<file path="src/rtl/tcpf_pkg.sv">
// Shared types and constants for the three-component polarity fix block.
package tcpf_pkg;

  localparam int SAMPLE_BITS = 24;
  localparam int WIN_BITS    = 16;
  localparam int MODE_BITS   = 2;
  localparam int CORR_BITS   = 64;
  localparam int PROD_BITS   = 2 * SAMPLE_BITS;
  localparam int DOT_BITS    = SAMPLE_BITS + 2;
  localparam int NUM_COMP    = 3;
  localparam int ADDR_BITS   = 4;
  localparam int DATA_BITS   = 32;

  localparam int Q_DEPTH    = 4;
  localparam int Q_PTR_BITS = $clog2(Q_DEPTH);
  localparam int Q_CNT_BITS = Q_PTR_BITS + 1;

  localparam logic signed [SAMPLE_BITS-1:0] SAMPLE_MAX = {1'b0, {(SAMPLE_BITS-1){1'b1}}};
  localparam logic signed [SAMPLE_BITS-1:0] SAMPLE_MIN = {1'b1, {(SAMPLE_BITS-1){1'b0}}};

  // Register indexes (paddr[3:2])
  localparam logic [1:0] REG_MODE      = 2'd0;
  localparam logic [1:0] REG_WIN_FIRST = 2'd1;
  localparam logic [1:0] REG_WIN_LAST  = 2'd2;

  // Mode codes; any other code selects the hydrophone correlation
  localparam logic [MODE_BITS-1:0] MODE_MIN_PHASE  = 2'd0;
  localparam logic [MODE_BITS-1:0] MODE_ZERO_PHASE = 2'd1;

  typedef struct packed {
    logic signed [SAMPLE_BITS-1:0] sample_x;
    logic signed [SAMPLE_BITS-1:0] sample_y;
    logic signed [SAMPLE_BITS-1:0] sample_z;
    logic signed [SAMPLE_BITS-1:0] sample_p;
    logic signed [SAMPLE_BITS-1:0] vec_x;
    logic signed [SAMPLE_BITS-1:0] vec_y;
    logic signed [SAMPLE_BITS-1:0] vec_z;
    logic                          trace_end;
  } sample_t;

  typedef struct packed {
    logic signed [SAMPLE_BITS-1:0] out_x;
    logic signed [SAMPLE_BITS-1:0] out_y;
    logic signed [SAMPLE_BITS-1:0] out_z;
    logic                          flipped;
    logic [NUM_COMP-1:0]           comp_polarity;
  } result_t;

  typedef struct packed {
    logic seen;
    logic max_first;
    logic max_dominant;
    logic corr_negative;
  } lane_flags_t;

endpackage

</file>
<file path="src/rtl/tcpf_merge.sv">
// Combines the lane decisions into polarities, the dot-product sign and the corrected vector.
module tcpf_merge import tcpf_pkg::*; (
  input  logic [MODE_BITS-1:0]          mode,
  input  lane_flags_t                   flags [NUM_COMP],
  input  logic signed [SAMPLE_BITS-1:0] vec   [NUM_COMP],
  output result_t                       result
);

  logic                          cond    [NUM_COMP];
  logic                          positive[NUM_COMP];
  logic signed [DOT_BITS-1:0]    dot;
  logic [NUM_COMP-1:0]           pol;
  logic                          flip;
  logic signed [SAMPLE_BITS-1:0] outv    [NUM_COMP];

  always_comb begin
    dot = '0;
    pol = '0;
    for (int i = 0; i < NUM_COMP; i++) begin
      case (mode)
        MODE_MIN_PHASE:  cond[i] = flags[i].max_first;
        MODE_ZERO_PHASE: cond[i] = flags[i].max_dominant;
        default:         cond[i] = flags[i].corr_negative;
      endcase
      positive[i] = flags[i].seen && cond[i];
      if (positive[i]) begin
        dot = dot + DOT_BITS'(vec[i]);
      end else begin
        dot    = dot - DOT_BITS'(vec[i]);
        pol[i] = 1'b1;
      end
    end
    flip = dot[DOT_BITS-1];
    for (int i = 0; i < NUM_COMP; i++) begin
      if (!flip) begin
        outv[i] = vec[i];
      end else if (vec[i] == SAMPLE_MIN) begin
        outv[i] = SAMPLE_MAX;  // saturate the one value with no positive twin
      end else begin
        outv[i] = -vec[i];
      end
    end
  end

  always_comb begin
    result.out_x         = outv[0];
    result.out_y         = outv[1];
    result.out_z         = outv[2];
    result.flipped       = flip;
    result.comp_polarity = pol;
  end

endmodule

</file>
<file path="config.mk">
export PLATFORM = sky130hd
export DESIGN_NAME = tcpf_merge
export DESIGN_NICKNAME = d
export VERILOG_FILES = /design/src/rtl/tcpf_pkg.sv /design/src/rtl/tcpf_merge.sv
export SDC_FILE = /design/constraint.sdc
export NUM_CORES = 1
export LEC_CHECK = 0
export BUFFER_PORTS_ARGS = -buffer_cell sky130_fd_sc_hd__buf_2
export CAP_MARGIN = 20
export CORE_MARGIN = 3
export CORE_UTILIZATION = 48
export DETAILED_ROUTE_END_ITERATION = 10
export MAX_ROUTING_LAYER = met4
export PLACE_DENSITY = 0.82
export SETUP_SLACK_MARGIN = 0.4
export SLEW_MARGIN = 30
export SYNTH_ARGS = -nofsm -noshare
export SYNTH_HDL_FRONTEND = slang
export SYNTH_SLANG_ARGS = --single-unit
</file>
<file path="constraint.sdc">
create_clock -name vclk -period 10
set_clock_uncertainty 0.2 [all_clocks]
set_input_delay 0.5 -clock vclk [all_inputs]
set_output_delay 0.5 -clock vclk [all_outputs]
set_load 0.03 [all_outputs]
</file>
## After elaboration in Yosys (flattened, before gate mapping)

Cells that the tools add are included.

| word-level totals | value |
|---|---|
| logic and storage cells | 31 |
| flip-flop bits (word level) | 0 |
| output and inout port bits | 76 |

| cells by class | value |
|---|---|
| equality and inequality tests | 4 |
| add/subtract/negate cells | 8 |
| muxes and demuxes | 15 |
| reduce and logical (&&, ||, !) cells | 4 |

Operators with widths:

| operator | number |
|---|---|
| 24-bit two-way mux | 6 |
| 26-bit two-way mux | 3 |
| 24-bit equality test, second input constant | 3 |
| 24-bit negation | 3 |
| 26-bit by 24-bit adder with 26-bit output | 2 |
| 26-bit by 24-bit subtractor with 26-bit output | 2 |
| 1-bit by 24-bit subtractor with 25-bit output, first input constant | 1 |
| 1-bit case mux with 2 select lines | 3 |
| 1-bit logical AND | 3 |
| 1-bit two-way mux | 3 |
| 2-bit by 1-bit equality test with 1-bit output, second input constant | 1 |
| 2-bit zero test | 1 |

## Logic depth before layout (Yosys ltp)

| depth | value |
|---|---|
| depth in word-level cells | 9 |
| depth in mapped cells | 31 |
| gate-level depth less buffers | 29 |

## Least setup slack after synthesis

OpenSTA, ideal clock, no wires.

| timing | value |
|---|---|
| path kind | input to output |
| from | input vec[24] (netlist bit) |
| to | output result[36] (netlist bit) |
| slack | 1725 ps |
| data required time | 9300 ps |
| stages on the path | 27 |
| arrival time | 7575 ps |
| cells stage by stage | inv_1 -> ha_1 -> or3b_2 -> or4_1 -> or4_1 -> or3_1 -> or3_1 -> nand2_1 -> xnor2_1 -> ha_1 -> inv_1 -> o21bai_1 -> a21o_1 -> or3_1 -> a2111oi_0 -> o31ai_1 -> a221oi_1 -> xnor2_1 -> ha_1 -> nand4_1 -> a21o_1 -> a21oi_1 -> or4_4 -> a21oi_2 -> buf_2 -> nor3_1 -> a211oi_1 |

RTL lines:

| what | line | RTL |
|---|---|---|
| start: declaration | tcpf_merge.sv:5 | `input logic signed [SAMPLE_BITS-1:0] vec [NUM_COMP],` |
| end: declaration | tcpf_merge.sv:6 | `output result_t result` |

==> results_dict.tcl <==
set metrics [dict create \
    status "finished, final reports clean" \
    dp.cells 1069 \
    synth-seq-area-share 0 \
    final_util 0.585 \
    worstSetupPathType "in2out" \
    max_stage_delay_ns 0.76 \
    slew_headroom 0.361 \
    place.gp.congestion 0.948 \
    avgSynthCellArea_um2 6.48 \
    grt_overflow 0 \
    whs_path_depth 3 \
    via_per_inst 6.36 \
    yosysUniqueCellTypes 66 \
    worst_hold_slack_ns 1.16 \
    pre_cts_slack_ns 0.881 \
    coreArea_um2 10400 \
    crit_required_ns 9.30 \
    yosys_warnings 0 \
    yosysMostFrequentCell "nand2_1" \
    grt_max_degree 50 \
    rsz0062_at_grt "false" \
    setup_viol 0 \
    seq_cells 0 \
    drcViolationCount 0 \
    drt_wl_total_um 18000 \
    portBuffers 162 \
    power_density_nw_per_um2 244 \
    peakVddDrop_mv 0.168 \
    regArea_um2 0 \
    dieHeight_um 110 \
    fmax_ghz 0.110 \
    drive_gt1_frac 0.243 \
    io-pin-count 162 \
    final_hold_viol_count 0 \
    post_drt_wl_per_cell_um 16.8 \
    initial_utilization 0.500 \
    die_w_um 110 \
    synthToLayoutAreaGrowth_pct 17.1 \
    drv_cap 0 \
    netlist_top_cells_count "106 x nand2_1, 87 x a31oi_1, 69 x xnor2_1, 52 x ha_1, 50 x nor2_1" \
    diodes 0 \
    fin_ws_ns 0.893 \
    yosysTopAreaCell "ha_1" \
    drt_iter0_drc 528 \
    synthCells 804 \
    grt_pass1_wl_um 28400 \
    synth.area.top_cells "ha_1 12%, xnor2_1 12%, a31oi_1 10%" \
    nClkBuffers 0 \
    tns_ns 0 \
    arrival_ns 8.41 \
    syn_area_um2 5210 \
    finalMaxSlewViolations 0 \
    p_total_mw 1.49 \
    synth_nets 943 \
    fp-row-count 37 \
    vias 6795 \
    hold_buffers 0 \
    nets 1074 \
    hold_class "in2out" \
    crit_slowest_cell "o21ai_0" \
    finalCritPeriodShare 0.911 \
    antenna_found_initial 0 \
    cp_max_fo 6 \
    crit_path_start_kind "input pin" \
    dp_hpwl_um 14300 \
    fin_cells 1069 \
    die_area_um2 12100 \
    synth_top_cell_area_share 0.125 \
    fin_area_um2 6100 \
    drtPass1Iterations 6 \
    grt_usage 0.291 \
    cellLeakagePower_nw 2.70 \
    grt_pass1_vias 6112 \
    postCtsSetupBuffers 0 \
    cts_resized 0 \
    postPlaceCellArea_um2 6070 \
    critPathCaptureType "output port" \
    ant_nets 0 \
    fin_crit_ns 9.11 \
    worst_pin_slew_ns 0.949 \
]
==> cell families (layout without fill, tap and decap cells) <==
logic type	after synthesis	count (layout)	synth area share
buffers and inverters	75	204	0.0625
and+or+nand+nor	357	357	0.355
muxes	4	4	0.00841
adders and majority gates	53	53	0.129
xor gates and xnor gates	84	84	0.144
AOI/OAI and AO/OA	231	231	0.302
==> cells in the final DEF (no fill, tap or decap), types with 3 or more instances in the layout <==
master    Yosys  layout
a21o_1       19      19
and2_1       10      10
mux2_2        3       3
or2_2        23      23
nor2b_1       6       6
buf_2        17     162
buf_4         0       7
o21ai_0      29      29
or3_1        38      38
o21bai_1      5       5
nor4_1       13      12
a211oi_2      5       5
o221a_2       6       6
o211a_1       6       6
nand4_1       9       9
xnor2_1      69      69
and3_1        3       3
inv_1        34      34
or4_1        11      11
nand2b_1     22      22
o22a_1        3       3
a31oi_1      87      87
ha_1         52      52
nor2_1       50      50
xor2_1       14      14
a21oi_1      31      31
nand3_1      16      15
nand4b_1      3       3
a211oi_1     10      10
o21a_1        4       4
nor3_1       34      34
nand2_1     106     106
==> path summary, 6_finish.rpt <==
path / start / end / slack [ns]
worst min-delay path: vec[45] / result[49] / 1.16
worst max-delay path: vec[24] / result[36] / 0.89
==> worst max-delay path, delay by kind of cell <==
kind / cells / cell delay, ns
XOR/XNOR: 2 / 0.29
AND/OR/NAND/NOR: 9 / 2.97
adder cells (fa/ha/maj): 3 / 0.80
buffers and inverters: 5 / 0.81
AO/OA/AOI/OAI: 10 / 3.02
==> layer usage <==
layer	share of wire	track usage	vias to the layer above
li1	-	-	3257
met1	0.42	0.388	3141
met2	0.47	0.484	360
met3	0.084	0.0151	37
met4	0.020	0.0695	0
met5	0	-	-
==> report_power, final <==
group          switching, mW  leakage (nW)  internal (mW)
logic                  0.999          2.70          0.486
registers                  0             0              0
clock network              0             0              0
total                  0.999          2.70          0.486
==> layout make-up <==
type	instances	area, um2
fill	1052	4320
tap	136	170
timing repair buffer	169	863
inverter	35	134
multi-input combinational	729	4930
Note: power is estimated with default switching activity, not from simulation.
