===== config.mk =====
export PLATFORM = sky130hd
export DESIGN_NAME = tcpf_outq
export DESIGN_NICKNAME = d
export VERILOG_FILES = /design/src/rtl/tcpf_pkg.sv /design/src/rtl/tcpf_outq.sv
export SDC_FILE = /design/constraint.sdc
export NUM_CORES = 1
export LEC_CHECK = 0
export ABC_AREA = 1
export BUFFER_PORTS_ARGS = -buffer_cell sky130_fd_sc_hd__clkbuf_2
export CORE_MARGIN = 1
export CORE_UTILIZATION = 52
export DETAILED_ROUTE_END_ITERATION = 8
export PLACE_DENSITY = 0.81
export RECOVER_POWER = 25
export SETUP_SLACK_MARGIN = 0.1
export SLEW_MARGIN = 20
export SYNTH_ARGS = -nofsm -noshare
export SYNTH_HDL_FRONTEND = slang
export SYNTH_SLANG_ARGS = --single-unit

===== constraint.sdc =====
create_clock -name clk -period 2.9 [get_ports clk]
set_clock_uncertainty 0.2 [all_clocks]
set_input_delay 0.435 -clock clk [delete_from_list [all_inputs] [get_ports clk]]
set_output_delay 0.435 -clock clk [all_outputs]
set_load 0.03 [all_outputs]

===== src/rtl/tcpf_pkg.sv =====
// Shared types and constants for the three-component polarity fix block.
package tcpf_pkg;

  localparam int SAMPLE_BITS = 24;
  localparam int WIN_BITS    = 16;
  localparam int MODE_BITS   = 2;
  localparam int CORR_BITS   = 64;
  localparam int PROD_BITS   = 2 * SAMPLE_BITS;
  localparam int DOT_BITS    = SAMPLE_BITS + 2;
  localparam int NUM_COMP    = 3;
  localparam int ADDR_BITS   = 4;
  localparam int DATA_BITS   = 32;

  localparam int Q_DEPTH    = 4;
  localparam int Q_PTR_BITS = $clog2(Q_DEPTH);
  localparam int Q_CNT_BITS = Q_PTR_BITS + 1;

  localparam logic signed [SAMPLE_BITS-1:0] SAMPLE_MAX = {1'b0, {(SAMPLE_BITS-1){1'b1}}};
  localparam logic signed [SAMPLE_BITS-1:0] SAMPLE_MIN = {1'b1, {(SAMPLE_BITS-1){1'b0}}};

  // Register indexes (paddr[3:2])
  localparam logic [1:0] REG_MODE      = 2'd0;
  localparam logic [1:0] REG_WIN_FIRST = 2'd1;
  localparam logic [1:0] REG_WIN_LAST  = 2'd2;

  // Mode codes; any other code selects the hydrophone correlation
  localparam logic [MODE_BITS-1:0] MODE_MIN_PHASE  = 2'd0;
  localparam logic [MODE_BITS-1:0] MODE_ZERO_PHASE = 2'd1;

  typedef struct packed {
    logic signed [SAMPLE_BITS-1:0] sample_x;
    logic signed [SAMPLE_BITS-1:0] sample_y;
    logic signed [SAMPLE_BITS-1:0] sample_z;
    logic signed [SAMPLE_BITS-1:0] sample_p;
    logic signed [SAMPLE_BITS-1:0] vec_x;
    logic signed [SAMPLE_BITS-1:0] vec_y;
    logic signed [SAMPLE_BITS-1:0] vec_z;
    logic                          trace_end;
  } sample_t;

  typedef struct packed {
    logic signed [SAMPLE_BITS-1:0] out_x;
    logic signed [SAMPLE_BITS-1:0] out_y;
    logic signed [SAMPLE_BITS-1:0] out_z;
    logic                          flipped;
    logic [NUM_COMP-1:0]           comp_polarity;
  } result_t;

  typedef struct packed {
    logic seen;
    logic max_first;
    logic max_dominant;
    logic corr_negative;
  } lane_flags_t;

endpackage


===== src/rtl/tcpf_outq.sv =====
// Small result queue that decouples the pipeline from the receiver.
module tcpf_outq import tcpf_pkg::*; (
  input  logic                  clk,
  input  logic                  rst,
  input  logic                  push,
  input  result_t               push_data,
  output logic                  result_valid,
  input  logic                  result_ready,
  output result_t               result,
  output logic [Q_CNT_BITS-1:0] level
);

  result_t               mem [Q_DEPTH];
  logic [Q_PTR_BITS-1:0] wr_ptr;
  logic [Q_PTR_BITS-1:0] rd_ptr;
  logic                  pop;

  assign result_valid = (level != '0);
  assign pop          = result_valid && result_ready;
  assign result       = mem[rd_ptr];

  always_ff @(posedge clk) begin
    if (push) begin
      mem[wr_ptr] <= push_data;
    end
  end

  always_ff @(posedge clk) begin
    if (rst) begin
      wr_ptr <= '0;
      rd_ptr <= '0;
      level  <= '0;
    end else begin
      if (push) begin
        wr_ptr <= wr_ptr + 1'b1;
      end
      if (pop) begin
        rd_ptr <= rd_ptr + 1'b1;
      end
      case ({push, pop})
        2'b10:   level <= level + 1'b1;
        2'b01:   level <= level - 1'b1;
        default: level <= level;
      endcase
    end
  end

endmodule


# Word-level counts from Yosys, hierarchy flattened
# Memories as Yosys holds them, arrays and structs flattened. A register that Yosys moved wholly into a read port is not among the register bits.
# Index checks and enable logic that the tools add are counted.
word_totals:
  register_bits: 7
  mem_bits_rw: 304
  input_bits: 80
  word_cells: 18
  mem_count: 1
memory_table:
  columns: ["name", "words", "word_bits", "read_ports", "rd_clocked_by_memory_dff", "wr", "line_no", "rtl"]
  rows:
  - ["mem", 4, 76, 1, 1, 1, "tcpf_outq.sv:13", "result_t mem [Q_DEPTH];"]
op_classes:
  n_addsub: 4
  n_eq_ne: 2
  mux: 5
  reduce_logical: 3
op_table:
  columns: ["operator", "n"]
  rows:
  - ["3-bit one-hot mux with 2 select lines", 1]
  - ["2-bit by 1-bit adder with 2-bit output, second input constant", 2]
  - ["2-bit 2-to-1 mux", 2]
  - ["3-bit by 1-bit adder with 3-bit output, second input constant", 1]
  - ["3-bit nonzero test", 1]
  - ["3-bit by 1-bit subtractor with 3-bit output, second input constant", 1]
  - ["2-bit by 1-bit == test with 1-bit output, second input constant", 1]
  - ["2-bit == test, second input constant", 1]
  - ["1-bit 2-to-1 mux", 2]
  - ["2-bit nonzero test", 1]
  - ["1-bit logical AND", 1]

# Depth between registers and ports, before layout
depth:
  ltp_word: 4
  depth_mapped: 12
  depth_no_buf: 12

# Least setup slack after synthesis
# No wires, ideal clock.
synth_timing:
  path_type: "reg-to-reg"
  from: "reg wr_ptr[0]"
  to: "mem mem[2][0] in the netlist's numbering (enable)"
  setup_ns: 0.430
  t_arrival_ns: 2.062
  required_ns: 2.270
  path_slack_ns: 0.209
  path_stages_with_launch: 5
  path_buffers: 0
  cell_sequence: "dfxtp_1 inv_1 ha_1 nand2_1 inv_1"
synth_lines:
  columns: ["item", "line_no", "rtl"]
  rows:
  - ["from (decl)", "tcpf_outq.sv:14", "logic [Q_PTR_BITS-1:0] wr_ptr;"]
  - ["from (signal assigned)", "tcpf_outq.sv:35", "wr_ptr <= wr_ptr + 1'b1;"]
  - ["to (decl)", "tcpf_outq.sv:13", null]
# No word-level cell before the write port.

==> flow_metrics.py <==
metrics = {
    "logic_synthesis": {
        "synth_top_area_share_pct": 77.0,
        "ys_types": 25,
        "async_flop_share_pct": 0,
        "yosys_warnings": 0,
        "ys_seq_area_share_pct": 78.5,
        "synth_area_um2": 11900,
        "synth_edf_count": 304,
        "synthMostInstantiatedCell": "edfxtp_1",
        "ys.flop_type": "edfxtp_1",
        "syn_avg_cell_area_um2": 14.9,
        "yosysTopAreaCell": "edfxtp_1",
        "synth_common_cells": "edfxtp_1, o21ai_0, nor2_1, o22ai_1",
        "syn-num-nets": 883,
        "ys_top_cells_by_area": "edfxtp_1, o21ai_0, nor2_1",
        "netlist_instances": 797,
        "ys_seq_elements": 313,
    },
    "global_routing": {
        "grt_max_degree": 153,
        "first_global_vias": 7477,
        "antenna_found_initial": 1,
        "grt_pass1_wl_um": 38900,
        "grt_usage_pct": 21.3,
        "overflow": 0,
    },
    "die": {
        "dieHeight_um": 153,
        "die_w_um": 153,
        "rows": 54,
        "core_um2": 22100,
        "dieArea_um2": 23400,
        "initial_core_util_pct": 53.7,
        "pin_count": 160,
    },
    "cells_and_area": {
        "final_nets": 1122,
        "nFillCells": 1491,
        "regArea_um2": 9310,
        "drive_gt1_share_pct": 19.3,
        "final_cell_area_um2": 14700,
        "synthToLayoutAreaGrowth_pct": 23.9,
        "multi_input_area_um2": 2100,
        "post-route-util_pct": 66.5,
        "stdcell_count": 1341,
    },
    "pwr": {
        "leakage_nw": 5.16,
        "power_density_nw_per_um2": 807,
        "max-vdd-ir-drop_mv": 0.697,
        "total_power_mw": 11.9,
    },
    "sta": {
        "fin_crit_ns": 2.72,
        "finalSetupTns_ns": 0,
        "relSlewSlack_pct": 60.4,
        "worst_pin_slew_ns": 0.593,
        "timing.hold.ws_ns": 0.0469,
        "slew_violations": 0,
        "finalHoldViolations": 0,
        "setup_viol": 0,
        "fin_crit_sh_pct": 93.9,
        "setup_slack_ns": 0.177,
        "grt_setup_unrepaired": "no",
        "fmax_mhz": 367,
    },
    "worst_setup_path": {
        "critPathLaunchType": "flop",
        "critical_path_arrival_ns": 2.09,
        "crit_type": "flop to primary output",
        "worstReg2RegStart": "level[0]",
        "path_max_fanout": 76,
        "worst_setup_path_end_kind": "primary output",
        "r2r_setup_slack_ns": 0.85,
        "critPathBufInv": 2,
        "reg2reg_to": "level[2]",
        "crit_required_ns": 2.27,
        "crit_path_max_incr_delay_ns": 0.46,
        "crit_slowest_cell": "dfxtp_4",
        "crit_family": "buffers and inverters",
        "path_cells": "buf_16 -> o21ai_0 -> o22ai_1 -> clkbuf_2",
        "r2r_cells": 12,
    },
    "clock_tree": {
        "clockBufferDepth": 3,
        "insertion_delay_ns": 0.55,
        "cts_setup_buffers": 0,
        "clkTransAtPathRegs_ns": 0.06,
        "cts_tree": "built",
        "cts_root_buf": "clkbuf_16",
        "htree_levels": 1,
        "cts_buffers": 31,
        "clkSinkCount": 313,
    },
    "run": {
        "maxCapViolations": 0,
    },
    "min_path": {
        "min_path_type": "input port to flop",
        "hp-start": "push",
        "min_to": "wr_ptr[0]",
        "holdPathStages": 3,
    },
    "place": {
        "place_ws_ns": 0.652,
        "post-dp-hpwl_um": 13000,
        "dp.cells": 1204,
        "dpl_cell_area_um2": 12900,
        "portBuffers": 159,
        "gp_congestion": 0.718,
    },
    "drt": {
        "dr.first_iter.drc_count": 496,
        "num_vias": 7456,
        "wl_um": 25800,
        "via_per_inst": 5.56,
        "drc": 0,
        "drt-wirelength-per-cell_um": 19.2,
        "ant_nets": 0,
        "first_pass_iters": 5,
    },
    "outcome": {
        "outcome": "finished, final reports clean",
    },
}
[layer usage]
metal | GRT usage, % | share of wire [%] | routed length [µm]
met1 | 27.1 | 40 | 10400
met2 | 36.3 | 50 | 12800
met3 | 4.82 | 7.7 | 1980
met4 | 7.17 | 2.5 | 640
met5 | 0 | 0 | 0
[cell usage in the layout (no fill, tap or decap), types with 3 or more instances in the layout]
| master | instances |
|---|---|
| buf_4 | 6 |
| clkinv_1 | 5 |
| ha_1 | 5 |
| o21ai_0 | 152 |
| o22ai_2 | 5 |
| clkbuf_8 | 3 |
| bufinv_16 | 3 |
| nand3_1 | 3 |
| buf_12 | 9 |
| a21oi_1 | 6 |
| inv_1 | 12 |
| dlygate4sd3_1 | 78 |
| o22ai_1 | 71 |
| nand2_1 | 12 |
| nor2_1 | 140 |
| clkbuf_16 | 33 |
| clkinvlp_4 | 3 |
| dfxtp_1 | 7 |
| clkbuf_1 | 53 |
| o21ai_1 | 4 |
| clkinv_2 | 9 |
| edfxtp_1 | 304 |
| nor2_2 | 16 |
| clkbuf_2 | 111 |
[report_power, final]
part / internal (mW) / total, mW / switching, mW
combinational: 0.736 / 2.64 / 1.90
clock: 2.35 / 3.97 / 1.62
sequential: 5.18 / 5.25 / 0.0685
total: 8.27 / 11.9 / 3.59
[cells by family after synthesis]
family	Yosys count	synth area share [%]
flip-flops	313	78.5
AO/OA/AOI/OAI	238	11.1
AND/OR/NAND/NOR	173	5.89
buffers and inverters	67	3.79
adder cells (fa/ha/maj)	6	0.697
[state kept, by name, summed over array words and instances, names as in the netlist, named ones only]
register  count
wr_ptr        2
rd_ptr        2
mem         304
level         3
[area by class of cell]
type                            count  share of cell area (%)
Timing Repair Buffer              255                    12.3
Clock buffer                       40                    5.86
Antenna cell                        1                  0.0170
Tap cell                          280                    2.39
Inverter                           18                   0.605
Sequential cell                   313                    63.4
Clock inverter                     17                    1.12
Multi-Input combinational cell    417                    14.3
[how the worst max path moves through the flow]
stage | startpoint | end | slack, ns | depth (start not counted)
finish | flop | result[6] | 0.18 | 4
global route | flop | result[6] | 0.11 | 4
CTS | flop | result[66] | 0.11 | 4
detailed placement | flop | result[18] | 0.65 | 5
global placement | flop | result[64] | 0.75 | 4
floorplan | wr_ptr[0] | mem[2][0] | 0.21 | 4
[worst min-delay path, stage by stage]
cell and delay [ns]:
clkbuf_2 0.12, inv_1 0.12, a21oi_1 0.07
[repair_timing]
item | CTS | global route
gates cloned | 0 | 1
gates resized for setup | 2 | 2
hold endpoints to repair | 306 | 0
endpoints found under the setup margin | 2 | 67
hold buffers | 78 | 0
Power figures use the tool's default switching activity.
