==> src/rtl/tcpf_pkg.sv <==
// Shared types and constants for the three-component polarity fix block.
package tcpf_pkg;

  localparam int SAMPLE_BITS = 24;
  localparam int WIN_BITS    = 16;
  localparam int MODE_BITS   = 2;
  localparam int CORR_BITS   = 64;
  localparam int PROD_BITS   = 2 * SAMPLE_BITS;
  localparam int DOT_BITS    = SAMPLE_BITS + 2;
  localparam int NUM_COMP    = 3;
  localparam int ADDR_BITS   = 4;
  localparam int DATA_BITS   = 32;

  localparam int Q_DEPTH    = 4;
  localparam int Q_PTR_BITS = $clog2(Q_DEPTH);
  localparam int Q_CNT_BITS = Q_PTR_BITS + 1;

  localparam logic signed [SAMPLE_BITS-1:0] SAMPLE_MAX = {1'b0, {(SAMPLE_BITS-1){1'b1}}};
  localparam logic signed [SAMPLE_BITS-1:0] SAMPLE_MIN = {1'b1, {(SAMPLE_BITS-1){1'b0}}};

  // Register indexes (paddr[3:2])
  localparam logic [1:0] REG_MODE      = 2'd0;
  localparam logic [1:0] REG_WIN_FIRST = 2'd1;
  localparam logic [1:0] REG_WIN_LAST  = 2'd2;

  // Mode codes; any other code selects the hydrophone correlation
  localparam logic [MODE_BITS-1:0] MODE_MIN_PHASE  = 2'd0;
  localparam logic [MODE_BITS-1:0] MODE_ZERO_PHASE = 2'd1;

  typedef struct packed {
    logic signed [SAMPLE_BITS-1:0] sample_x;
    logic signed [SAMPLE_BITS-1:0] sample_y;
    logic signed [SAMPLE_BITS-1:0] sample_z;
    logic signed [SAMPLE_BITS-1:0] sample_p;
    logic signed [SAMPLE_BITS-1:0] vec_x;
    logic signed [SAMPLE_BITS-1:0] vec_y;
    logic signed [SAMPLE_BITS-1:0] vec_z;
    logic                          trace_end;
  } sample_t;

  typedef struct packed {
    logic signed [SAMPLE_BITS-1:0] out_x;
    logic signed [SAMPLE_BITS-1:0] out_y;
    logic signed [SAMPLE_BITS-1:0] out_z;
    logic                          flipped;
    logic [NUM_COMP-1:0]           comp_polarity;
  } result_t;

  typedef struct packed {
    logic seen;
    logic max_first;
    logic max_dominant;
    logic corr_negative;
  } lane_flags_t;

endpackage

==> src/rtl/tcpf_lane.sv <==
// One component lane: running min/max with positions and the p-correlation sum.
module tcpf_lane import tcpf_pkg::*; #(
  parameter int POSITION_BITS = 16
) (
  input  logic                          clk,
  input  logic                          rst,
  input  logic                          upd,
  input  logic                          last,
  input  logic signed [SAMPLE_BITS-1:0] sample,
  input  logic signed [PROD_BITS-1:0]   prod,
  input  logic [POSITION_BITS-1:0]      pos,
  output lane_flags_t                   flags
);

  logic                          seen;
  logic signed [SAMPLE_BITS-1:0] run_min;
  logic signed [SAMPLE_BITS-1:0] run_max;
  logic [POSITION_BITS-1:0]      min_pos;
  logic [POSITION_BITS-1:0]      max_pos;
  logic [CORR_BITS-1:0]          corr;

  logic                          seen_next;
  logic signed [SAMPLE_BITS-1:0] run_min_next;
  logic signed [SAMPLE_BITS-1:0] run_max_next;
  logic [POSITION_BITS-1:0]      min_pos_next;
  logic [POSITION_BITS-1:0]      max_pos_next;
  logic [CORR_BITS-1:0]          corr_next;

  logic                          snap_seen;
  logic signed [SAMPLE_BITS-1:0] snap_min;
  logic signed [SAMPLE_BITS-1:0] snap_max;
  logic [POSITION_BITS-1:0]      snap_min_pos;
  logic [POSITION_BITS-1:0]      snap_max_pos;
  logic [CORR_BITS-1:0]          snap_corr;

  logic signed [SAMPLE_BITS:0]   extreme_sum;

  always_comb begin
    seen_next    = seen;
    run_min_next = run_min;
    run_max_next = run_max;
    min_pos_next = min_pos;
    max_pos_next = max_pos;
    corr_next    = corr;
    if (upd) begin
      seen_next = 1'b1;
      if (!seen || sample < run_min) begin
        run_min_next = sample;
        min_pos_next = pos;
      end
      if (!seen || sample > run_max) begin
        run_max_next = sample;
        max_pos_next = pos;
      end
      corr_next = corr + CORR_BITS'(prod);
    end
  end

  always_ff @(posedge clk) begin
    if (rst || last) begin
      seen    <= 1'b0;
      run_min <= '0;
      run_max <= '0;
      min_pos <= '0;
      max_pos <= '0;
      corr    <= '0;
    end else begin
      seen    <= seen_next;
      run_min <= run_min_next;
      run_max <= run_max_next;
      min_pos <= min_pos_next;
      max_pos <= max_pos_next;
      corr    <= corr_next;
    end
  end

  // Capture the trace's final statistics, this item included
  always_ff @(posedge clk) begin
    if (last) begin
      snap_seen    <= seen_next;
      snap_min     <= run_min_next;
      snap_max     <= run_max_next;
      snap_min_pos <= min_pos_next;
      snap_max_pos <= max_pos_next;
      snap_corr    <= corr_next;
    end
  end

  // max > -min  <=>  max + min > 0, one bit wider so nothing overflows
  assign extreme_sum = (SAMPLE_BITS + 1)'(snap_max) + (SAMPLE_BITS + 1)'(snap_min);

  always_comb begin
    flags.seen          = snap_seen;
    flags.max_first     = snap_max_pos < snap_min_pos;
    flags.max_dominant  = (extreme_sum > 0) && (snap_max > 0);
    flags.corr_negative = snap_corr[CORR_BITS-1];
  end

endmodule

==> config.mk <==
export PLATFORM = sky130hd
export DESIGN_NAME = tcpf_lane
export DESIGN_NICKNAME = d
export VERILOG_FILES = /design/src/rtl/tcpf_pkg.sv /design/src/rtl/tcpf_lane.sv
export SDC_FILE = /design/constraint.sdc
export NUM_CORES = 1
export LEC_CHECK = 0
export ABC_AREA = 1
export BUFFER_PORTS_ARGS = -buffer_cell sky130_fd_sc_hd__buf_2
export CAP_MARGIN = 5
export CORE_ASPECT_RATIO = 0.6
export CORE_MARGIN = 2
export CORE_UTILIZATION = 35
export CTS_BUF_LIST = sky130_fd_sc_hd__clkbuf_2
export DETAILED_ROUTE_END_ITERATION = 16
export PLACE_DENSITY = 0.53
export RECOVER_POWER = 50
export SETUP_SLACK_MARGIN = 0.05
export SLEW_MARGIN = 40
export SYNTH_ARGS = -nofsm -noshare
export SYNTH_HDL_FRONTEND = slang
export SYNTH_SLANG_ARGS = --single-unit
==> constraint.sdc <==
create_clock -name clk -period 6.3 [get_ports clk]
set_clock_uncertainty 0.15 [all_clocks]
set_input_delay 1.26 -clock clk [delete_from_list [all_inputs] [get_ports clk]]
set_output_delay 1.26 -clock clk [all_outputs]
set_load 0.1 [all_outputs]
# --- Yosys cells after proc, flatten, opt, wreduce, memory -nomap -nowiden ---
# Cells that the tools add are included.
word_totals:
  reg_bits: 290
  out_inout_bits: 4
  wordCells: 34
classes:
  addsub: 2
  order_cmp: 5
  n_mux: 10
  n_reduce_logical: 5
ops:
  columns: ["op", "count"]
  rows:
  - ["24-bit two-way mux", 4]
  - ["64-bit adder", 1]
  - ["16-bit two-way mux", 4]
  - ["64-bit two-way mux", 1]
  - ["24-bit by 24-bit adder with 25-bit output", 1]
  - ["25-bit by 1-bit > comparator with 1-bit output (second input constant)", 1]
  - ["24-bit by 1-bit > comparator with 1-bit output (second input constant)", 1]
  - ["24-bit > comparator", 1]
  - ["24-bit less-than comparator", 1]
  - ["16-bit less-than comparator", 1]
  - ["1-bit logical OR", 3]
  - ["1-bit logical AND", 1]
  - ["1-bit zero test", 1]
  - ["1-bit two-way mux", 1]

# --- Depth between registers and ports, before layout ---
# Gate-level depths: netlist of run 1.
logic_depth:
  depth_word: 4
  mapped_depth: 20
  ltp_nobuf: 19

# --- Worst setup path before layout of run 1 ---
# No wires, ideal clock.
synth_timing:
  path_type: "register to output"
  startpoint: "register snap_max[0]"
  endpoint: "output flags[1] (netlist name)"
  t_arrival_ns: 3.001
  t_required_ns: 4.890
  path_slack_ns: 1.889
  path_stages_with_launch: 12
  path_buffers: 0
  path_cell_list: "edfxtp_1 -> ha_1 -> fa_1 -> nand3_1 -> nand2_1 -> nand4_1 -> nand3_1 -> nand2_1 -> nand3_1 -> a21oi_1 -> o21ai_0 -> nor2_1"
synth_lines:
  columns: ["element", "line", "source"]
  rows:
  - ["start, declared", "tcpf_lane.sv:31", "logic signed [SAMPLE_BITS-1:0] snap_max;"]
  - ["start signal, assigned", "tcpf_lane.sv:82", "snap_max <= run_max_next;"]
  - ["end, declared", "tcpf_lane.sv:12", "output lane_flags_t flags"]

# --- Worst setup path in the final report of run 1 ---
layout_timing:
  startpoint: "input last"
  endpoint: "register run_min[6]"
layout_via:
  elab_chain_len: 1
layout_lines:
  columns: ["element", "line", "source"]
  rows:
  - ["start, declared", "tcpf_lane.sv:8", "input logic last,"]
  - ["1-bit logical OR", "tcpf_lane.sv:60", "if (rst || last) begin"]
  - ["end signal, assigned", "tcpf_lane.sv:69", "run_min <= run_min_next;"]
  - ["end, declared", "tcpf_lane.sv:16", "logic signed [SAMPLE_BITS-1:0] run_min;"]
# No other way between the ends.
# A chain may end at the register's enable or synchronous reset.

==> metrics.cfg, run 1 <==
[sta]
slew_headroom=-1.21
max_slew.worst_pin.slew_ns=3.32
max_clock_freq_ghz=0.189
setup_violations=0
grt_setup_unrepaired=no
post-route-min-period_ns=5.28
whs_ns=0.332
hold_violations=0
slew_viol_final=205
finalSetupTns_ns=0
finalCritPeriodShare=0.838

[floorplan]
die_w_um=287
io_pins=96
row_count=62
start_util=0.353
die_h_um=174
core-area_sq_um=47600
die-area_sq_um=49900

[detailed_routing]
drcViolationCount=0
viasPerCell=4.77
wl_per_cell_um=16.4
drt_iter0_drc=1454
wirelength_um=56400
vias=16400
dr.pass1.iters=5
final_antenna_net_count=0

[cts]
tritoncts=done
cts.clk_slew.worst_paths_ns=0.10
cts_num_sinks=227
root_buffer=clkbuf_2
numCtsBuffers=58
cts_buffer_depth=3
cts-resized-gates=0
postCtsHoldBufs=0
htree_levels=2
worstSkewPairLatency_ns=0.99
postCtsSetupRepairBufs=0

[finish]
nets=2996
area_growth_pct=9.74
drive_above_1_share=0.0707
n_fill_cell=5313
stdcell_count=3444
fin_util=0.387
multi_input_area_sq_um=9190
seqCellArea_sq_um=5370

[yosys]
synth_fp_nets=2887
ys_ff_latch=227
yosysUniqueCellTypes=34
yosysWarnings=0
syn_area_sq_um=16800
avgSynthCellArea_sq_um=6.36
synth_edf_count=82
synth_top_flop_cell=dfxtp_1
ys_seq_area_frac=0.319
async_reset_ff_frac=0
syn_inst=2644

[run_status]
status=finished, violations left
violations=capacitance limit, slew limit

[worst_setup_path]
cp-startpoint=last
crit_path_frequent_cell=clkbuf_1
critPathSlowestCell=clkbuf_1
start_kind=primary input
crit_type=primary input to flop
crit-reg2reg-launch=run_min[17]
cpPeakStageDelay_ns=1.58
cp_max_fo=59
cp_cell_sequence=clkbuf_1 -> nor2_1 -> clkbuf_1 -> inv_4 -> clkbuf_1 -> nor2_1
worst_setup_path_end_kind=flop
critPathRequiredTime_ns=6.84
worstPathArrival_ns=5.83

[place]
dp_hpwl_um=44300
gp_congestion=0.989
port_buffers=95
placed_cells=3333

[global_route]
track_usage=0.223
grt_pass1_wl_um=85800
grt_max_degree=92
grt_overflow_total=0
antenna_found_initial=4
grt_pass1_vias=14900

[run]
cap_violations=5

[power_and_ir_drop]
vdd_drop_max_mv=0.0990
p_leak_nw=10.2
p_per_area_nw_per_um2=207

[worst_hold_path]
worstHoldPathType=flop to flop

cell type report:
cell class / count / area share
Multi-Input combinational cell: 1829 / 0.498
Sequential cell: 227 / 0.291
Inverter: 533 / 0.109
Tap cell: 640 / 0.0434
Timing Repair Buffer: 104 / 0.0288
Clock buffer: 91 / 0.0247
Clock inverter: 18 / 0.00549
Antenna cell: 2 / 0.000271
cell families after synthesis:
logic type	synth area share
AOI/OAI and AO/OA	0.0842
xor gates and xnor gates	0.0162
adders and majority gates	0.113
buffers and inverters	0.135
DFF	0.319
and+or+nand+nor	0.333
final timing paths:
check	to	slack, ns	depth (start not counted)
max	run_min[6]	1.02	6
min	flop	0.33	2
max reg2reg	snap_min[15]	2.05	13
min reg2reg	flop	0.33	2
layout by cell type (no fill, tap or decap):
master,count
and2_1,3
o21a_1,6
nand2_1,732
nand3b_1,9
edfxtp_1,82
buf_2,92
nor2_1,399
ha_1,149
clkinv_2,2
o211ai_1,4
clkbuf_2,91
buf_4,3
o21bai_1,15
inv_6,1
a21oi_1,141
diode_2,2
bufinv_16,1
nor4_1,9
inv_4,1
clkinv_1,13
xnor2_1,6
nor3_1,20
clkbuf_1,7
nand2_4,2
nand2_2,2
nand3_1,194
inv_1,532
o221ai_1,4
o21ai_0,77
fa_1,2
inv_2,1
a21o_1,5
buf_6,2
o31ai_1,1
xor2_1,25
nand4_1,16
dfxtp_1,145
a211oi_1,1
a31oi_1,3
a21boi_0,4
routing by layer:
layer  wire, um  global-route usage
met5          0                   0
met4        771              0.0421
met2      19900               0.279
met1      31100               0.373
met3       4750              0.0479
critical path: cells and delay by family:
kind	cells	cell delay, ns
buffers and inverters	4	4.27
AND/OR/NAND/NOR	2	0.24
cells in the mapped netlist, types with 16 or more instances:
library cell  number  area (sq um)
nand2_1          733          2750
nand3_1          194           971
nor2_1           399          1500
inv_1            532          2000
clkbuf_1          37           139
o21ai_0           77           385
ha_1             149          1860
dfxtp_1          145          2900
edfxtp_1          82          2460
xor2_1            25           219
a21oi_1          141           706
nand4_1           16           100
nor3_1            20           100
metrics by stage:
step	cell area [sq um]	setup WS [ns]	total power, mW
detailed placement	17900	1.96	2.74
CTS	18500	0.997	3.85
finish	18400	1.02	3.81
global route	18400	0.737	4.08
floorplan	16800	1.89	2.41
global placement	17900	2.01	2.73
power breakdown:
part	internal (mW)	switching, mW
clock	0.429	0.659
combinational	0.331	0.726
sequential	1.62	0.0447
total	2.38	1.43
Power figures use the tool's default switching activity.
==> run 2: changes to the inputs <==
==> constraint.sdc (replaced) <==
create_clock -name clk -period 5.13 [get_ports clk]
set_clock_uncertainty 0.15 [all_clocks]
set_input_delay 1.026 -clock clk [delete_from_list [all_inputs] [get_ports clk]]
set_output_delay 1.026 -clock clk [all_outputs]
set_load 0.1 [all_outputs]
==> run 2 against run 1 <==
Die area did not move. Hold slack got worse by 0.095 ns. Highest routed layer unchanged. Clock-buffer cell count fell by 2. The run still ends with capacitance limit, slew limit left. Power rose by 22%. Cell count barely moved. Largest cell class unchanged. Wire length rose by 0.32%. Utilization rose by 0.073 points. Clock power rose by 18%. First-iteration DRC count rose by 1.2%. Register-to-register slack got worse by 1.1 ns. Sequential share of layout area fell by 0.055 points. Non-clock buffer count rose by 2.
==> metrics.cfg, run 2 (same netlist as run 1, synthesis figures left out) <==
[run_status]
status=finished, violations left  ; unchanged
violations=capacitance limit, slew limit  ; unchanged

[detailed_routing]
drcViolationCount=0  ; unchanged
final_antenna_net_count=0  ; unchanged
drt_iter0_drc=1471  ; was 1454
wirelength_um=56600  ; was 56400 um
dr.pass1.iters=6  ; was 5
viasPerCell=4.78  ; was 4.77
vias=16500  ; was 16400
wl_per_cell_um=16.5  ; was 16.4 um

[floorplan]
die_w_um=287  ; unchanged
io_pins=96  ; unchanged
core-area_sq_um=47600  ; unchanged
die-area_sq_um=49900  ; unchanged
row_count=62  ; unchanged
die_h_um=174  ; unchanged
start_util=0.353  ; unchanged

[cts]
cts_buffer_depth=3  ; unchanged
htree_levels=2  ; unchanged
tritoncts=done  ; unchanged
cts.clk_slew.worst_paths_ns=0.12  ; was 0.10 ns
root_buffer=clkbuf_2  ; unchanged
postCtsHoldBufs=0  ; unchanged
cts_num_sinks=227  ; unchanged
worstSkewPairLatency_ns=1.00  ; was 0.99 ns
numCtsBuffers=57  ; was 58

[worst_setup_path]
worst_setup_path_end_kind=primary output  ; was flop
critPathRequiredTime_ns=3.95  ; was 6.84 ns
timing.critical_path.buf_inv=2  ; was 4
crit_path_frequent_cell=nand2_1  ; was clkbuf_1
cp_max_fo=5  ; was 59
crit-reg2reg-launch=run_min[19]  ; was run_min[17]
rrSetupSlack_ns=0.99  ; was 2.05 ns
cp_cell_sequence=ha_1 -> nand2_1 -> inv_1 -> a21oi_1 -> nand2_1 -> nand2_1 -> nand2_1 -> nand2_1 -> nand3b_1 -> nor2_1 -> nand3_1 -> nor2_1 -> nor2_1 -> clkbuf_4  ; was clkbuf_1 -> nor2_1 -> clkbuf_1 -> inv_4 -> clkbuf_1 -> nor2_1
r2r-end=snap_min[11]  ; was snap_min[15]
start_kind=flop  ; was primary input
worstPathArrival_ns=3.62  ; was 5.83 ns
critPathSlowestCell=edfxtp_1  ; was clkbuf_1
worst-r2r-cell-count=13  ; unchanged
cpLargestDelayFamily=simple AND/OR/NAND/NOR gates  ; was buffers and inverters
crit_type=flop to primary output  ; was primary input to flop
cpPeakStageDelay_ns=0.48  ; was 1.58 ns

[place]
port_buffers=95  ; unchanged
dp_hpwl_um=44600  ; was 44300 um
place_ws_ns=1.26  ; was 1.96 ns
gp_congestion=0.970  ; was 0.989
placed_cells=3334  ; was 3333

[sta]
grt_setup_unrepaired=no  ; unchanged
hold_violations=0  ; unchanged
post-route-min-period_ns=4.80
slew_headroom=-0.563  ; was -1.21
whs_ns=0.237  ; was 0.332 ns
slew_viol_final=182  ; was 205
finalSetupTns_ns=0  ; unchanged
setup_ws_ns=0.332  ; was 1.02 ns
max_clock_freq_ghz=0.208
max_slew.worst_pin.slew_ns=2.34  ; was 3.32 ns
setup_violations=0  ; unchanged
finalCritPeriodShare=0.935

[worst_hold_path]
worstHoldPathType=primary input to flop  ; was flop to flop
min_from=pos[11]
whs_endpoint=min_pos[11]
hold_path_depth=5  ; was 2

[finish]
multi_input_area_sq_um=9210  ; was 9190 sq um
n_fill_cell=5259  ; was 5313
drive_above_1_share=0.0736  ; was 0.0707
area_growth_pct=9.95  ; was 9.74%
seqCellArea_sq_um=5370  ; unchanged
nets=2997  ; was 2996
final_cell_mix=732 x nand2_1, 532 x inv_1, 397 x nor2_1  ; was 732 x nand2_1, 532 x inv_1, 399 x nor2_1
fin_util=0.388  ; was 0.387
stdcell_count=3442  ; was 3444
mostFrequentLayoutCell=nand2_1  ; unchanged

[global_route]
track_usage=0.226  ; was 0.223
grt_overflow_total=0  ; unchanged
grt_pass1_vias=15200  ; was 14900
antenna_found_initial=4  ; unchanged
grt_pass1_wl_um=86800  ; was 85800 um
grt_max_degree=73  ; was 92

[power_and_ir_drop]
vdd_drop_max_mv=0.121  ; was 0.0990 mV
p_per_area_nw_per_um2=251  ; was 207 nW/um^2
p_leak_nw=10.2  ; about the same

[run]
cap_violations=3  ; was 5

-- run 2: final cells by class --
type / count / area share
Multi-Input combinational cell: 1829 / 0.498
Clock buffer: 89 / 0.0241
Sequential cell: 227 / 0.290
Timing Repair Buffer: 106 / 0.0309
Clock inverter: 15 / 0.00433
Inverter: 533 / 0.108
Tap cell: 640 / 0.0433
Antenna cell: 3 / 0.000406
-- run 2: worst max path at each step --
stage | from | end | slack [ns] | depth (start not counted)
after global routing | snap_min[2] | flags[1] | 0.06 | 18
after floorplan | snap_max[0] | flags[1] | 0.95 | 11
final | snap_max[4] | flags[1] | 0.33 | 14
after global placement | snap_max[4] | flags[1] | 1.27 | 15
after CTS | snap_max[4] | flags[1] | 0.12 | 15
after detailed placement | sample[23] | snap_max[9] | 1.26 | 15
-- run 2: stage by stage --
stage	power [mW]	instance area, sq um
4_1_cts	4.69	18500
2_1_floorplan	2.96	16800
3_3_place_gp	3.36	17900
6_report	4.64	18500
3_5_place_dp	3.37	17900
5_1_grt	4.98	18500
-- run 2: report_power, final --
part	total, mW	switching (mW)	internal (mW)
combinational	1.31	0.895	0.412
sequential	2.05	0.0573	1.99
clock	1.29	0.817	0.470
total	4.64	1.77	2.87
-- run 2: layer usage --
| metal | share of wire | routed length, um | vias up | GRT usage |
|---|---|---|---|---|
| li1 | - | - | 8464 | - |
| met1 | 0.55 | 30900 | 7415 | 0.370 |
| met2 | 0.35 | 19600 | 528 | 0.281 |
| met3 | 0.090 | 5090 | 59 | 0.0572 |
| met4 | 0.018 | 1010 | 0 | 0.0530 |
| met5 | 0 | 0 | - | 0 |
-- run 2: timing repair --
item                       4_1_cts  5_1_grt
setup endpoints to repair        0        1
hold endpoints to repair         0        0
resized for setup                0        7
buffers inserted                 0        1
-- run 2: worst min-delay path: stages --
cell	delay, ns
buf_2	0.07
inv_1	0.04
nand3_1	0.07
nand2_1	0.07
nor2_1	0.07
==> run 3: changes to the inputs <==
--- a/config.mk
+++ b/config.mk
@@ -8,12 +8,11 @@
 export ABC_AREA = 1
 export BUFFER_PORTS_ARGS = -buffer_cell sky130_fd_sc_hd__buf_2
 export CAP_MARGIN = 5
-export CORE_ASPECT_RATIO = 0.6
 export CORE_MARGIN = 2
 export CORE_UTILIZATION = 35
 export CTS_BUF_LIST = sky130_fd_sc_hd__clkbuf_2
 export DETAILED_ROUTE_END_ITERATION = 16
-export PLACE_DENSITY = 0.53
+export PLACE_DENSITY = 0.56
 export RECOVER_POWER = 50
 export SETUP_SLACK_MARGIN = 0.05
 export SLEW_MARGIN = 40
==> run 3 against run 2 <==
The flow still finishes with violations (capacitance limit, slew limit). Flip-flop and latch count unchanged. Die area down 0.11%. Hold slack worse by 0.054 ns. Clock-buffer cell count up 5. Combinational power down 5%. Register-to-register slack better by 0.99 ns. Sequential share of layout area down 0.059 points. Critical path depth up 1. Wire length down 10%. Via count down 1.3%. Utilization up 0.15 points. Power up 1.1%.
==> metrics.cfg, run 3 (same netlist as run 1, synthesis figures left out) <==
[worst_setup_path]
critPathSlowestCell=edfxtp_1  ; unchanged
worst-r2r-cell-count=15  ; was 13
crit_type=flop to primary output  ; unchanged
critPathRequiredTime_ns=3.95  ; about the same
rrSetupSlack_ns=1.98  ; was 0.99 ns
worstPathArrival_ns=3.58  ; was 3.62 ns
start_kind=flop  ; unchanged
cpPeakStageDelay_ns=0.45  ; was 0.48 ns
crit-reg2reg-launch=run_max[23]  ; was run_min[19]
worst_setup_path_end_kind=primary output  ; unchanged
cp_max_fo=4  ; was 5
cp_cell_sequence=ha_2 -> fa_2 -> nand3_1 -> nand2_1 -> nand2_1 -> nand3_1 -> nor2_1 -> nand2_1 -> nor2_1 -> nand3_1 -> nor2_1 -> nand3_1 -> nor2_1 -> nor2_1 -> buf_4  ; was ha_1 -> nand2_1 -> inv_1 -> a21oi_1 -> nand2_1 -> nand2_1 -> nand2_1 -> nand2_1 -> nand3b_1 -> nor2_1 -> nand3_1 -> nor2_1 -> nor2_1 -> clkbuf_4
crit_path_frequent_cell=nor2_1  ; was nand2_1
r2r-end=snap_max[12]  ; was snap_min[11]

[floorplan]
die_w_um=223  ; was 287 um
die_h_um=223  ; was 174 um
core-area_sq_um=47500  ; was 47600 sq um
io_pins=96  ; unchanged
start_util=0.354  ; was 0.353
die-area_sq_um=49800  ; was 49900 sq um
row_count=80  ; was 62

[worst_hold_path]
whs_endpoint=min_pos[9]  ; was min_pos[11]
worstHoldPathType=primary input to flop  ; unchanged
min_from=pos[9]  ; was pos[11]
hold_path_depth=5  ; unchanged

[global_route]
antenna_found_initial=3  ; was 4
grt_max_degree=82  ; was 73
grt_pass1_vias=15700  ; was 15200
grt_pass1_wl_um=81200  ; was 86800 um
track_usage=0.205  ; was 0.226
grt_overflow_total=0  ; unchanged

[detailed_routing]
final_antenna_net_count=0  ; unchanged
viasPerCell=4.74  ; was 4.78
wirelength_um=51000  ; was 56600 um
vias=16300  ; was 16500
drcViolationCount=0  ; unchanged
dr.pass1.iters=5  ; was 6
drt_iter0_drc=906  ; was 1471
wl_per_cell_um=14.9  ; was 16.5 um

[finish]
multi_input_area_sq_um=9190  ; was 9210 sq um
fin_util=0.390  ; was 0.388
final_area_sq_um=18500  ; about the same
drive_above_1_share=0.0758  ; was 0.0736
nets=3000  ; was 2997
area_growth_pct=10.2  ; was 9.95%
final_cell_mix=733 x nand2_1, 532 x inv_1, 399 x nor2_1  ; was 732 x nand2_1, 532 x inv_1, 397 x nor2_1
n_fill_cell=5194  ; was 5259
mostFrequentLayoutCell=nand2_1  ; unchanged
seqCellArea_sq_um=5370  ; unchanged

[cts]
cts_buffer_depth=3  ; unchanged
numCtsBuffers=61  ; was 57
cts_num_sinks=227  ; unchanged
htree_levels=2  ; unchanged
postCtsHoldBufs=0  ; unchanged
worstSkewPairLatency_ns=1.06  ; was 1.00 ns
root_buffer=clkbuf_2  ; unchanged
tritoncts=done  ; unchanged
cts.clk_slew.worst_paths_ns=0.11  ; was 0.12 ns

[run_status]
status=finished, violations left  ; unchanged
violations=capacitance limit, slew limit  ; unchanged

[sta]
finalCritPeriodShare=0.928  ; was 0.935
max_clock_freq_ghz=0.210  ; was 0.208 GHz
grt_setup_unrepaired=no  ; unchanged
slew_viol_final=121  ; was 182
setup_violations=0  ; unchanged
hold_violations=0  ; unchanged
slew_headroom=-0.689  ; was -0.563
finalSetupTns_ns=0  ; unchanged
post-route-min-period_ns=4.76  ; was 4.80 ns
max_slew.worst_pin.slew_ns=2.53  ; was 2.34 ns

[power_and_ir_drop]
vdd_drop_max_mv=0.143  ; was 0.121 mV
p_leak_nw=10.3  ; was 10.2 nW
total_power_mw=4.69  ; was 4.64 mW
p_per_area_nw_per_um2=253  ; was 251 nW/um^2

[place]
dp_hpwl_um=39300  ; was 44600 um
place_area_sq_um=17900  ; about the same
port_buffers=95  ; unchanged
gp_congestion=0.953  ; was 0.970

[run]
cap_violations=2  ; was 3

==> run 3: per-layer routing <==
| layer | vias to the layer above | part of all wire | track usage |
|---|---|---|---|
| li1 | 8490 | - | - |
| met1 | 7303 | 0.46 | 0.266 |
| met2 | 374 | 0.47 | 0.355 |
| met3 | 86 | 0.045 | 0.0298 |
| met4 | 2 | 0.022 | 0.0559 |
| met5 | - | 0.00020 | 0 |
==> run 3: layout make-up <==
class	count	share of cell area
Antenna cell	3	0.000405
Clock buffer	94	0.0254
Clock inverter	22	0.00750
Inverter	533	0.108
Multi-Input combinational cell	1829	0.496
Sequential cell	227	0.290
Tap cell	615	0.0415
Timing Repair Buffer	105	0.0311
==> run 3: metrics by stage <==
stage / setup WS, ns / hold slack, ns / instances
6_report: 0.370 / 0.183 / 3428
2_1_floorplan: 0.953 / 0.295 / 2644
3_5_place_dp: 1.14 / 0.320 / 3307
3_3_place_gp: 1.15 / 0.306 / 3307
5_1_grt: 0.0722 / 0.106 / 3428
4_1_cts: 0.0628 / 0.0404 / 3423
==> run 3: worst max path at each step <==
| stage | start | to |
|---|---|---|
| finish | snap_max[0] | flags[1] |
| global route | snap_max[0] | flags[1] |
| CTS | snap_max[0] | flags[1] |
| detailed placement | sample[23] | snap_max_pos[7] |
| global placement | sample[23] | snap_max[21] |
| floorplan | snap_max[0] | flags[1] |
==> run 3: power by group <==
| group | internal [mW] | switching (mW) |
|---|---|---|
| clock | 0.558 | 0.843 |
| sequential | 1.99 | 0.0504 |
| combinational | 0.411 | 0.843 |
| total | 2.96 | 1.74 |
==> run 3: worst max-delay path: cells and delay by family, from the launching register on <==
kind                       cells  cell delay (ns)
buffers and inverters          1             0.23
and+or+nand+nor               12             1.25
DFF                            1             0.45
adders and majority gates      2             0.59
==> run 3: repair_timing <==
item | in CTS | in global routing
buffers inserted | 0 | 1
setup endpoints to repair | 0 | 1
resized for setup | 0 | 4
